==> config.mk <==
export PLATFORM = sky130hd
export DESIGN_NAME = palette_fade_interpolator
export DESIGN_NICKNAME = d
export VERILOG_FILES = /design/src/design/pfi_pkg.sv /design/src/design/pfi_lane.sv /design/src/design/pfi_merge.sv /design/src/design/palette_fade_interpolator.sv
export SDC_FILE = /design/constraint.sdc
export NUM_CORES = 2
export LEC_CHECK = 0
export ABC_AREA = 1
export BUFFER_PORTS_ARGS = -buffer_cell sky130_fd_sc_hd__buf_2
export CAP_MARGIN = 5
export CORE_AREA = 2 2 390 392
export DETAILED_ROUTE_END_ITERATION = 10
export DIE_AREA = 0 0 392 394
export GPL_ROUTABILITY_DRIVEN = 0
export HOLD_SLACK_MARGIN = 0.12
export PLACE_DENSITY = 0.66
export SLEW_MARGIN = 20
export SYNTH_ARGS = -nofsm -noshare
export SYNTH_HDL_FRONTEND = slang
export SYNTH_SLANG_ARGS = --single-unit
export TNS_END_PERCENT = 10
==> constraint.sdc <==
create_clock -name clk -period 36.4 [get_ports clk]
set_clock_uncertainty 0.2 [all_clocks]
set_input_delay 3.64 -clock clk [delete_from_list [all_inputs] [get_ports clk]]
set_output_delay 3.64 -clock clk [all_outputs]
set_load 0.1 [all_outputs]
==> src/design/pfi_pkg.sv <==
// Package for the palette fade interpolator: payload words, lane select codes,
// register indexes and the 6-to-8-bit colour widening function.
// No dependencies.
`timescale 1ns / 1ps
`default_nettype none

package pfi_pkg;

  localparam int PALETTE_ENTRIES_DEF = 256;
  // Quotient bits of the per-lane divider; the interpolated step never exceeds 8 bits.
  localparam int DIV_BITS = 8;
  localparam int CFG_IDX_W = 3;

  typedef struct packed {
    logic [7:0] entry_index;
    logic [7:0] step_number;
    logic [7:0] orig_red;
    logic [7:0] orig_green;
    logic [7:0] orig_blue;
    logic [7:0] goal_red;
    logic [7:0] goal_green;
    logic [7:0] goal_blue;
  } pfi_in_word_t;

  typedef struct packed {
    logic [7:0] entry_index_out;
    logic [7:0] new_red;
    logic [7:0] new_green;
    logic [7:0] new_blue;
    logic       is_final;
  } pfi_out_word_t;

  typedef enum logic [1:0] {
    SEL_PASS  = 2'd0,
    SEL_LERP  = 2'd1,
    SEL_FINAL = 2'd2
  } pfi_sel_t;

  typedef enum logic [CFG_IDX_W-1:0] {
    CFG_FADE_STEPS  = 3'd0,
    CFG_FADE_MODE   = 3'd1,
    CFG_FIRST_ENTRY = 3'd2,
    CFG_LAST_ENTRY  = 3'd3,
    CFG_SOLID_RED   = 3'd4,
    CFG_SOLID_GREEN = 3'd5,
    CFG_SOLID_BLUE  = 3'd6
  } pfi_cfg_idx_t;

  // Side information that travels with each word to the merging stage.
  typedef struct packed {
    logic       vld;
    logic [7:0] index;
    logic       is_final;
  } pfi_side_t;

  // c * 255 / 63 equals 4c plus one for every full 21 in c.
  function automatic logic [7:0] widen6(input logic [5:0] c);
    logic [1:0] extra;
    extra = (c == 6'd63) ? 2'd3 :
            ((c >= 6'd42) ? 2'd2 : ((c >= 6'd21) ? 2'd1 : 2'd0));
    return {c, 2'b00} + {6'd0, extra};
  endfunction

endpackage

`default_nettype wire

==> src/design/pfi_lane.sv <==
// One colour channel lane: signed delta times step, a pipelined restoring
// divider by the step count, then the final add and select.
// Depends on pfi_pkg.
`timescale 1ns / 1ps
`default_nettype none

module pfi_lane
  import pfi_pkg::*;
(
  input  wire logic       clk,
  input  wire logic       en,
  input  wire logic [7:0] orig,
  input  wire logic [7:0] target,
  input  wire logic [7:0] step,
  input  wire logic [7:0] steps,
  input  wire pfi_sel_t   sel,
  output logic [7:0]      res
);

  localparam int QW = DIV_BITS;
  localparam int PW = 2 * QW;

  logic [PW-1:0] rem_r  [0:QW];
  logic [QW-1:0] quo_r  [0:QW];
  logic          neg_r  [0:QW];
  logic [7:0]    orig_r [0:QW];
  logic [7:0]    tgt_r  [0:QW];
  pfi_sel_t      sel_r  [0:QW];

  logic signed [9:0]  delta;
  logic signed [18:0] prod;
  logic [18:0]        mag;

  always_comb begin
    delta = $signed({2'b00, target}) - $signed({2'b00, orig});
    prod  = delta * $signed({1'b0, step});
    mag   = prod[18] ? 19'(-prod) : 19'(prod);
  end

  always_ff @(posedge clk) begin
    if (en) begin
      rem_r[0]  <= mag[PW-1:0];
      quo_r[0]  <= '0;
      neg_r[0]  <= prod[18];
      orig_r[0] <= orig;
      tgt_r[0]  <= target;
      sel_r[0]  <= sel;
    end
  end

  // Stage s decides quotient bit QW-s against the divisor shifted into place.
  for (genvar s = 1; s <= QW; s++) begin : g_div
    logic [PW:0]   trial;
    logic [PW-1:0] rem_nxt;
    logic [QW-1:0] quo_nxt;

    always_comb begin
      trial   = {1'b0, rem_r[s-1]} - ((PW + 1)'(steps) << (QW - s));
      rem_nxt = trial[PW] ? rem_r[s-1] : trial[PW-1:0];
      quo_nxt = quo_r[s-1];
      quo_nxt[QW-s] = ~trial[PW];
    end

    always_ff @(posedge clk) begin
      if (en) begin
        rem_r[s]  <= rem_nxt;
        quo_r[s]  <= quo_nxt;
        neg_r[s]  <= neg_r[s-1];
        orig_r[s] <= orig_r[s-1];
        tgt_r[s]  <= tgt_r[s-1];
        sel_r[s]  <= sel_r[s-1];
      end
    end
  end

  always_comb begin
    case (sel_r[QW])
      SEL_FINAL: res = tgt_r[QW];
      SEL_LERP:  res = neg_r[QW] ? orig_r[QW] - quo_r[QW] : orig_r[QW] + quo_r[QW];
      default:   res = orig_r[QW];
    endcase
  end

endmodule

`default_nettype wire

==> src/design/pfi_merge.sv <==
// Merging stage: joins the three lane results with the index and final flag
// into the result word and holds it in the output register.
// Depends on pfi_pkg.
`timescale 1ns / 1ps
`default_nettype none

module pfi_merge
  import pfi_pkg::*;
(
  input  wire logic       clk,
  input  wire logic       rst_n,
  input  wire logic       en,
  input  wire pfi_side_t  side,
  input  wire logic [7:0] red,
  input  wire logic [7:0] green,
  input  wire logic [7:0] blue,
  output logic            out_valid,
  output pfi_out_word_t   out_data
);

  logic          out_valid_r;
  pfi_out_word_t out_data_r;
  pfi_out_word_t out_data_nxt;

  always_comb begin
    out_data_nxt.entry_index_out = side.index;
    out_data_nxt.new_red         = red;
    out_data_nxt.new_green       = green;
    out_data_nxt.new_blue        = blue;
    out_data_nxt.is_final        = side.is_final;
  end

  always_ff @(posedge clk) begin
    if (!rst_n) begin
      out_valid_r <= 1'b0;
    end else if (en) begin
      out_valid_r <= side.vld;
    end
  end

  always_ff @(posedge clk) begin
    if (en) begin
      out_data_r <= out_data_nxt;
    end
  end

  assign out_valid = out_valid_r;
  assign out_data  = out_data_r;

endmodule

`default_nettype wire

==> src/design/palette_fade_interpolator.sv <==
// Palette fade interpolator: one palette entry per word, three channel lanes.
// Throughput one word per cycle while the output is not stalled; a result passes through
// one multiply stage, eight divider stages and the output register.
// The pipeline advances as a whole and holds while a waiting result is stalled.
// Reset loads the register defaults and empties the pipeline; no clearing pass.
`timescale 1ns / 1ps
`default_nettype none

module palette_fade_interpolator
  import pfi_pkg::*;
#(
  parameter int PALETTE_ENTRIES = PALETTE_ENTRIES_DEF
) (
  input  wire logic                 clk,
  input  wire logic                 rst_n,
  input  wire logic                 in_valid,
  output logic                      in_stall,
  input  wire pfi_in_word_t         in_data,
  output logic                      out_valid,
  input  wire logic                 out_stall,
  output pfi_out_word_t             out_data,
  input  wire logic                 cfg_valid,
  output logic                      cfg_ready,
  input  wire logic [CFG_IDX_W-1:0] cfg_index,
  input  wire logic [7:0]           cfg_data
);

  localparam int QW = DIV_BITS;

  logic [7:0] fade_steps_r;
  logic       fade_mode_r;
  logic [7:0] first_entry_r;
  logic [7:0] last_entry_r;
  logic [5:0] solid_red_r;
  logic [5:0] solid_green_r;
  logic [5:0] solid_blue_r;

  assign cfg_ready = 1'b1;

  always_ff @(posedge clk) begin
    if (!rst_n) begin
      fade_steps_r  <= 8'd1;
      fade_mode_r   <= 1'b0;
      first_entry_r <= 8'd0;
      last_entry_r  <= 8'd255;
      solid_red_r   <= 6'd0;
      solid_green_r <= 6'd0;
      solid_blue_r  <= 6'd0;
    end else if (cfg_valid && cfg_ready) begin
      case (pfi_cfg_idx_t'(cfg_index))
        CFG_FADE_STEPS:  fade_steps_r  <= cfg_data;
        CFG_FADE_MODE:   fade_mode_r   <= cfg_data[0];
        CFG_FIRST_ENTRY: first_entry_r <= cfg_data;
        CFG_LAST_ENTRY:  last_entry_r  <= cfg_data;
        CFG_SOLID_RED:   solid_red_r   <= cfg_data[5:0];
        CFG_SOLID_GREEN: solid_green_r <= cfg_data[5:0];
        CFG_SOLID_BLUE:  solid_blue_r  <= cfg_data[5:0];
        default: ;
      endcase
    end
  end

  logic     adv;
  logic     is_final;
  logic     in_range;
  pfi_sel_t sel;
  logic [7:0] tgt_red, tgt_green, tgt_blue;

  // The whole pipeline moves unless the output register holds a stalled word.
  assign adv      = !(out_valid && out_stall);
  assign in_stall = !adv;

  always_comb begin
    is_final = in_data.step_number >= fade_steps_r;
    in_range = (in_data.entry_index >= first_entry_r) &&
               (in_data.entry_index <= last_entry_r) &&
               ({1'b0, in_data.entry_index} < 9'(PALETTE_ENTRIES));
    sel = is_final ? SEL_FINAL : (in_range ? SEL_LERP : SEL_PASS);
    if (fade_mode_r) begin
      tgt_red   = in_data.goal_red;
      tgt_green = in_data.goal_green;
      tgt_blue  = in_data.goal_blue;
    end else begin
      tgt_red   = widen6(solid_red_r);
      tgt_green = widen6(solid_green_r);
      tgt_blue  = widen6(solid_blue_r);
    end
  end

  logic [QW:0] vld_r;
  logic [7:0]  idx_r [0:QW];
  logic        fin_r [0:QW];

  always_ff @(posedge clk) begin
    if (!rst_n) begin
      vld_r <= '0;
    end else if (adv) begin
      vld_r <= {vld_r[QW-1:0], in_valid};
    end
  end

  always_ff @(posedge clk) begin
    if (adv) begin
      idx_r[0] <= in_data.entry_index;
      fin_r[0] <= is_final;
      for (int i = 1; i <= QW; i++) begin
        idx_r[i] <= idx_r[i-1];
        fin_r[i] <= fin_r[i-1];
      end
    end
  end

  logic [7:0] res_red, res_green, res_blue;

  pfi_lane u_lane_red (
    .clk    (clk),
    .en     (adv),
    .orig   (in_data.orig_red),
    .target (tgt_red),
    .step   (in_data.step_number),
    .steps  (fade_steps_r),
    .sel    (sel),
    .res    (res_red)
  );

  pfi_lane u_lane_green (
    .clk    (clk),
    .en     (adv),
    .orig   (in_data.orig_green),
    .target (tgt_green),
    .step   (in_data.step_number),
    .steps  (fade_steps_r),
    .sel    (sel),
    .res    (res_green)
  );

  pfi_lane u_lane_blue (
    .clk    (clk),
    .en     (adv),
    .orig   (in_data.orig_blue),
    .target (tgt_blue),
    .step   (in_data.step_number),
    .steps  (fade_steps_r),
    .sel    (sel),
    .res    (res_blue)
  );

  pfi_side_t side;

  always_comb begin
    side.vld      = vld_r[QW];
    side.index    = idx_r[QW];
    side.is_final = fin_r[QW];
  end

  pfi_merge u_merge (
    .clk       (clk),
    .rst_n     (rst_n),
    .en        (adv),
    .side      (side),
    .red       (res_red),
    .green     (res_green),
    .blue      (res_blue),
    .out_valid (out_valid),
    .out_data  (out_data)
  );

  // A word leaving the last divider stage must land in the output register.
  a_drain: assert property (@(posedge clk) disable iff (!rst_n)
    (adv && vld_r[QW]) |=> out_valid)
    else $error("word from last stage did not reach output register");

  // While the output is stalled, no word may move inside the pipeline.
  a_freeze: assert property (@(posedge clk) disable iff (!rst_n)
    !adv |=> $stable(vld_r))
    else $error("pipeline moved while output was stalled");

  // An input word is refused only when the output holds a stalled word.
  a_refuse: assert property (@(posedge clk) disable iff (!rst_n)
    (in_valid && in_stall) |=> (out_valid && $stable(vld_r)))
    else $error("input refused without a held result");

endmodule

`default_nettype wire
# == Word level (Yosys, flattened, before mapping) ==
# Memories as Yosys holds them, arrays and structs flattened. A register that Yosys moved wholly into a read port is not among the register bits.
# Cells that the tools add are included.
# totals
output_inout_bits,36
mem_bits_rw,1242
word_cells,182
regBits,77
inputBits,80
n_memories,20
# classes
reduce_logical,12
addsub,39
bitwise_logic,24
n_lt_le_gt_ge,9
eq_ne,15
n_mul,3
n_mux,48
# mem_list
name,words,word_bits,rd,rd_ports_with_merged_regs,wr,line_no,rtl
u_lane_blue.rem_r,9,16,8,0,9,pfi_lane.sv:23,logic [PW-1:0] rem_r [0:QW];
u_lane_green.rem_r,9,16,8,0,9,pfi_lane.sv:23,
u_lane_red.rem_r,9,16,8,0,9,pfi_lane.sv:23,
idx_r,9,8,9,1,9,palette_fade_interpolator.sv:91,logic [7:0] idx_r [0:QW];
u_lane_blue.orig_r,9,8,9,0,9,pfi_lane.sv:26,logic [7:0] orig_r [0:QW];
u_lane_blue.quo_r,9,8,9,0,9,pfi_lane.sv:24,logic [QW-1:0] quo_r [0:QW];
+14 memories,--,--,--,--,--,--,
# ops
operator,count
$mux W16,27
$mul A9 B9 Y18,3
$sub A16 B10 Y17,3
$sub A16 B11 Y17,3
$sub A16 B12 Y17,3
$sub A16 B13 Y17,3
$sub A16 B14 Y17,3
$sub A16 B15 Y17,3
$sub A16 B8 Y17,3
$sub A16 B9 Y17,3
$mux W8,6
$neg A16 Y16,3
$pmux W8 S2,3
$sub A8 B8 Y9,3
$add A8 B2 Y8,3
$add A8 B8 Y8,3
$not A1 Y1,24
$sub A8 B8 Y8,3
$eq A6 B6 Y1 const B,3
$ge A6 B5 Y1 const B,3
$ge A6 B6 Y1 const B,3
$ge A8 B8 Y1,2
$mux W2,7
$reduce_and A2 Y1,7
other kinds (10),23

# == Depth between registers and ports, before layout ==
# logic_depth
word_depth,10
mapped_depth,40

# == Modules after synthesis ==
# Synthesis repeated with hierarchy kept, for this count alone.
# unflattened
cells_unflattened,5681
hier_area_um2,62047.0
# modules_own_cells
module,seq_area_each_um2,area_per_inst_um2,n_inst,cells_per_inst
pfi_lane (u_lane_blue),10059.6,18606.6,1,1718
pfi_lane (u_lane_green),10059.6,18586.6,1,1706
pfi_lane (u_lane_red),10059.6,18530.3,1,1724
palette_fade_interpolator,3473.3,5291.3,1,494
pfi_merge,1011.0,1032.2,1,39

# == Worst setup path before layout ==
# Ideal clock, no wire load.
# synth_timing
path_type,input-to-reg
from,input port out_stall
to,memory idx_r[0][0] (enable)
setup_ps,1853
t_required_ps,34347
setup_slack_ps,1650
arrival_time_ps,32698
path_buffers,1
cell_stages,2
cell_sequence,nand2_1 clkbuf_1
# synth_lines
element,line_no,rtl
start: declaration,palette_fade_interpolator.sv:20,"input wire logic out_stall,"
end: declaration,palette_fade_interpolator.sv:91,

==> out/metrics.yaml <==
synth-simple-area-share_pct: 13.20
internal_power_w: 0.003736
p_sw_share_pct: 41.46
synth_warnings: 0
finalCriticalPeriod_ps: 10090
cts_num_sinks: 1127
power_frac_comb_pct: 48.9
core-area_um2: 150700
ys_types: 55
ios: 116
drt_iter0_drc: 2890
clock-root-buffer: "clkbuf_16"
detail_route.first_pass.iterations: 6
holdBufCountCts: 0
routed_via_density: 4.845
clock_latency_ps: 760
yosysTopAreaCell: "edfxtp_1"
grt_usage_pct: 15.49
crit_fanout: 22
cp-start-kind: "primary input"
final_nets: 6390
vias: 38038
drv_cap: 0
rows: 143
cpMostUsedCell: "nand2_1"
grt_pass1_wl_um: 192400
synthCells: 5550
required_ps: 36660
fin_area_um2: 66480
avgSynthCellArea_um2: 10.78
die_area_um2: 154400
critical_path_class: "in2reg"
synthMuxAreaShare_pct: 0
synthArstFlopShare_pct: 0
cp_slowest_cell: "a221oi_1"
synth_top_family_by_area: "adder cells"
placed_cell_area_um2: 62780
p_sw_w: 0.002645
grt_pass1_vias: 37165
initial_utilization_pct: 39.73
end_kind: "register"
hold_path.class: "reg2reg"
routedWlPerCell_um: 15.14
yosys_most_used_dff: "edfxtp_1"
cp.arrival_ps: 10350
layout_commonest_cell: "nand2_1"
max_slew.worst_pin.slew_ps: 1072
post_cts_buffers: 0
cts_buffers: 112
status: "finished, final reports clean"
syn-cell-area_um2: 59850
maxSlewViolCount: 0
fin_crit_sh_pct: 27.73
relSlewSlack_pct: 28.46
power_density_nw_per_um2: 96.00
grt_max_degree: 184
seq_power_share_pct: 33.3
clock_path_buffers: 3
ys_seq_elements: 1127
clkPwrFrac_pct: 17.8
hold_violations: 0
post_cts_resize_count: 0
cts_tree: "yes"
vdd_ir_drop_max_mv: 0.07618
postRouteAntennaNets: 0
synth_xor_area_share_pct: 2.795
dp_hpwl_um: 85160
finalSetupViolations: 0
synth-compound-area-share_pct: 7.438
drc_errors: 0
ys_seq_area_share_pct: 55.65
cts_max_level: 3
synth_area_leaders: "edfxtp_1 (54%), ha_1 (7.9%), nand2_1 (7.1%)"
synth_fa_ha_area_share_pct: 14.80
power.leakage_nw: 28.98
synth.top_cell.area_share_pct: 53.88
antenna_found_initial: 6
grt_overflow: 0
critPathMaxStageDelay_ps: 690
synth_edf_count: 1074
fmax_mhz: 99.08
area_growth_pct: 11.06
drive_gt1_share_pct: 7.251
rsz0062_at_grt: "false"
layout_common_cells: "nand2_1 (1124), edfxtp_1 (1074), inv_1 (837), nor2_1 (388), ha_1 (377)"
wirelength_um: 118900
die_h_um: 394
dieWidth_um: 392
finalSetupTns_ps: 0
portBuffers: 114
nFillCells: 13865
clk_pin_slew_worst_paths_ps: 60
synth_nets: 6214
[power by group through the flow]
stage	logic [W]	registers [W]	clock network [W]
finish	0.00312	0.00212	0.00114
global route	0.00363	0.00216	0.00122
CTS	0.00312	0.00213	0.00117
detailed placement	0.00310	0.00215	0
global placement	0.00301	0.00214	0
floorplan	0.00250	0.00215	0
[path summary, 6_finish.rpt]
path	from	endpoint	slack [ps]	cells after the start
max reg2reg	fade_mode_r	u_lane_red.rem_r[0][3]	28380	33
min reg2reg	u_lane_green.tgt_r[0][6]	u_lane_green.tgt_r[0][14]	170	0
max	in_data[8]	u_lane_green.rem_r[0][5]	26310	32
min	u_lane_green.tgt_r[0][6]	u_lane_green.tgt_r[0][14]	170	0
[per-stage QoR]
step	setup WS, ps	hold WS (ps)	power [W]	std cells	util [%]
final	26310	169.1	0.006382	7851	44.13
after global routing	25730	163.2	0.007012	7851	44.13
after CTS	26270	152.1	0.006415	7850	44.12
after detailed placement	25500	204.5	0.005254	7642	41.67
after global placement	25590	200.4	0.005157	7642	41.67
after floorplan	1650	200.3	0.004643	5550	-
[metal layers]
| layer | vias to the layer above | wire length [um] | global-route usage (%) |
|---|---|---|---|
| li1 | 19038 | - | - |
| met1 | 17899 | 53930 | 21.29 |
| met2 | 876 | 55500 | 25.15 |
| met3 | 225 | 5944 | 2.296 |
| met4 | 0 | 3522 | 5.089 |
| met5 | - | 0 | 0 |
[synthesized netlist by cell type (8+ instances only)]
master,count
ha_1,377
inv_2,10
buf_4,17
nand2_1,1125
nor2_1,388
o21ai_2,10
o21a_1,10
fa_1,207
inv_1,837
o211ai_1,14
or2_2,39
nor3_1,35
o21bai_1,15
nand2_2,9
a21o_1,20
a21oi_1,325
o21ai_1,42
a31oi_1,14
o21ai_0,336
nand4_1,53
a211oi_1,8
edfxtp_1,1074
nand3b_1,23
xor2_1,110
xnor2_1,81
nand3_1,172
clkbuf_1,48
dfxtp_1,53
nand3_2,13
buf_6,8
[cell type report]
type	count	area [um2]	area share (%)
antenna	1	2.502	0.003764
inverter	852	3206	4.822
tap	2030	2540	3.821
clock buffer	127	2869	4.316
sequential	1127	33310	50.11
clock inverter	81	818.3	1.231
multi-input combinational	3488	22900	34.45
timing repair buffer	145	827.0	1.244
[registers in the layout, summed over array words and instances, names as in the netlist, 33 cells and up]
name / count
u_lane_blue.rem_r: 128
u_lane_green.rem_r: 128
u_lane_red.rem_r: 128
idx_r: 72
u_lane_blue.orig_r: 72
u_lane_blue.tgt_r: 72
u_lane_green.orig_r: 72
u_lane_green.tgt_r: 72
u_lane_red.orig_r: 72
u_lane_red.tgt_r: 72
u_lane_blue.quo_r: 36
u_lane_green.quo_r: 36
u_lane_red.quo_r: 36
u_merge.out_data: 33
[kinds of logic after synthesis]
| family | Yosys count |
|---|---|
| xor+xnor | 191 |
| other cells | 1 |
| buf+inv | 935 |
| compound gates | 823 |
| fa+ha+maj | 584 |
| simple gates | 1889 |
| flops | 1127 |
[worst max-delay path, delay by kind of cell]
| kind | cells | cell delay [ps] |
|---|---|---|
| adder cells (fa/ha/maj) | 7 | 3150 |
| AO/OA/AOI/OAI | 7 | 1740 |
| AND/OR/NAND/NOR | 12 | 1100 |
| buffers and inverters | 6 | 700 |
(Power assumes the default switching activity.)
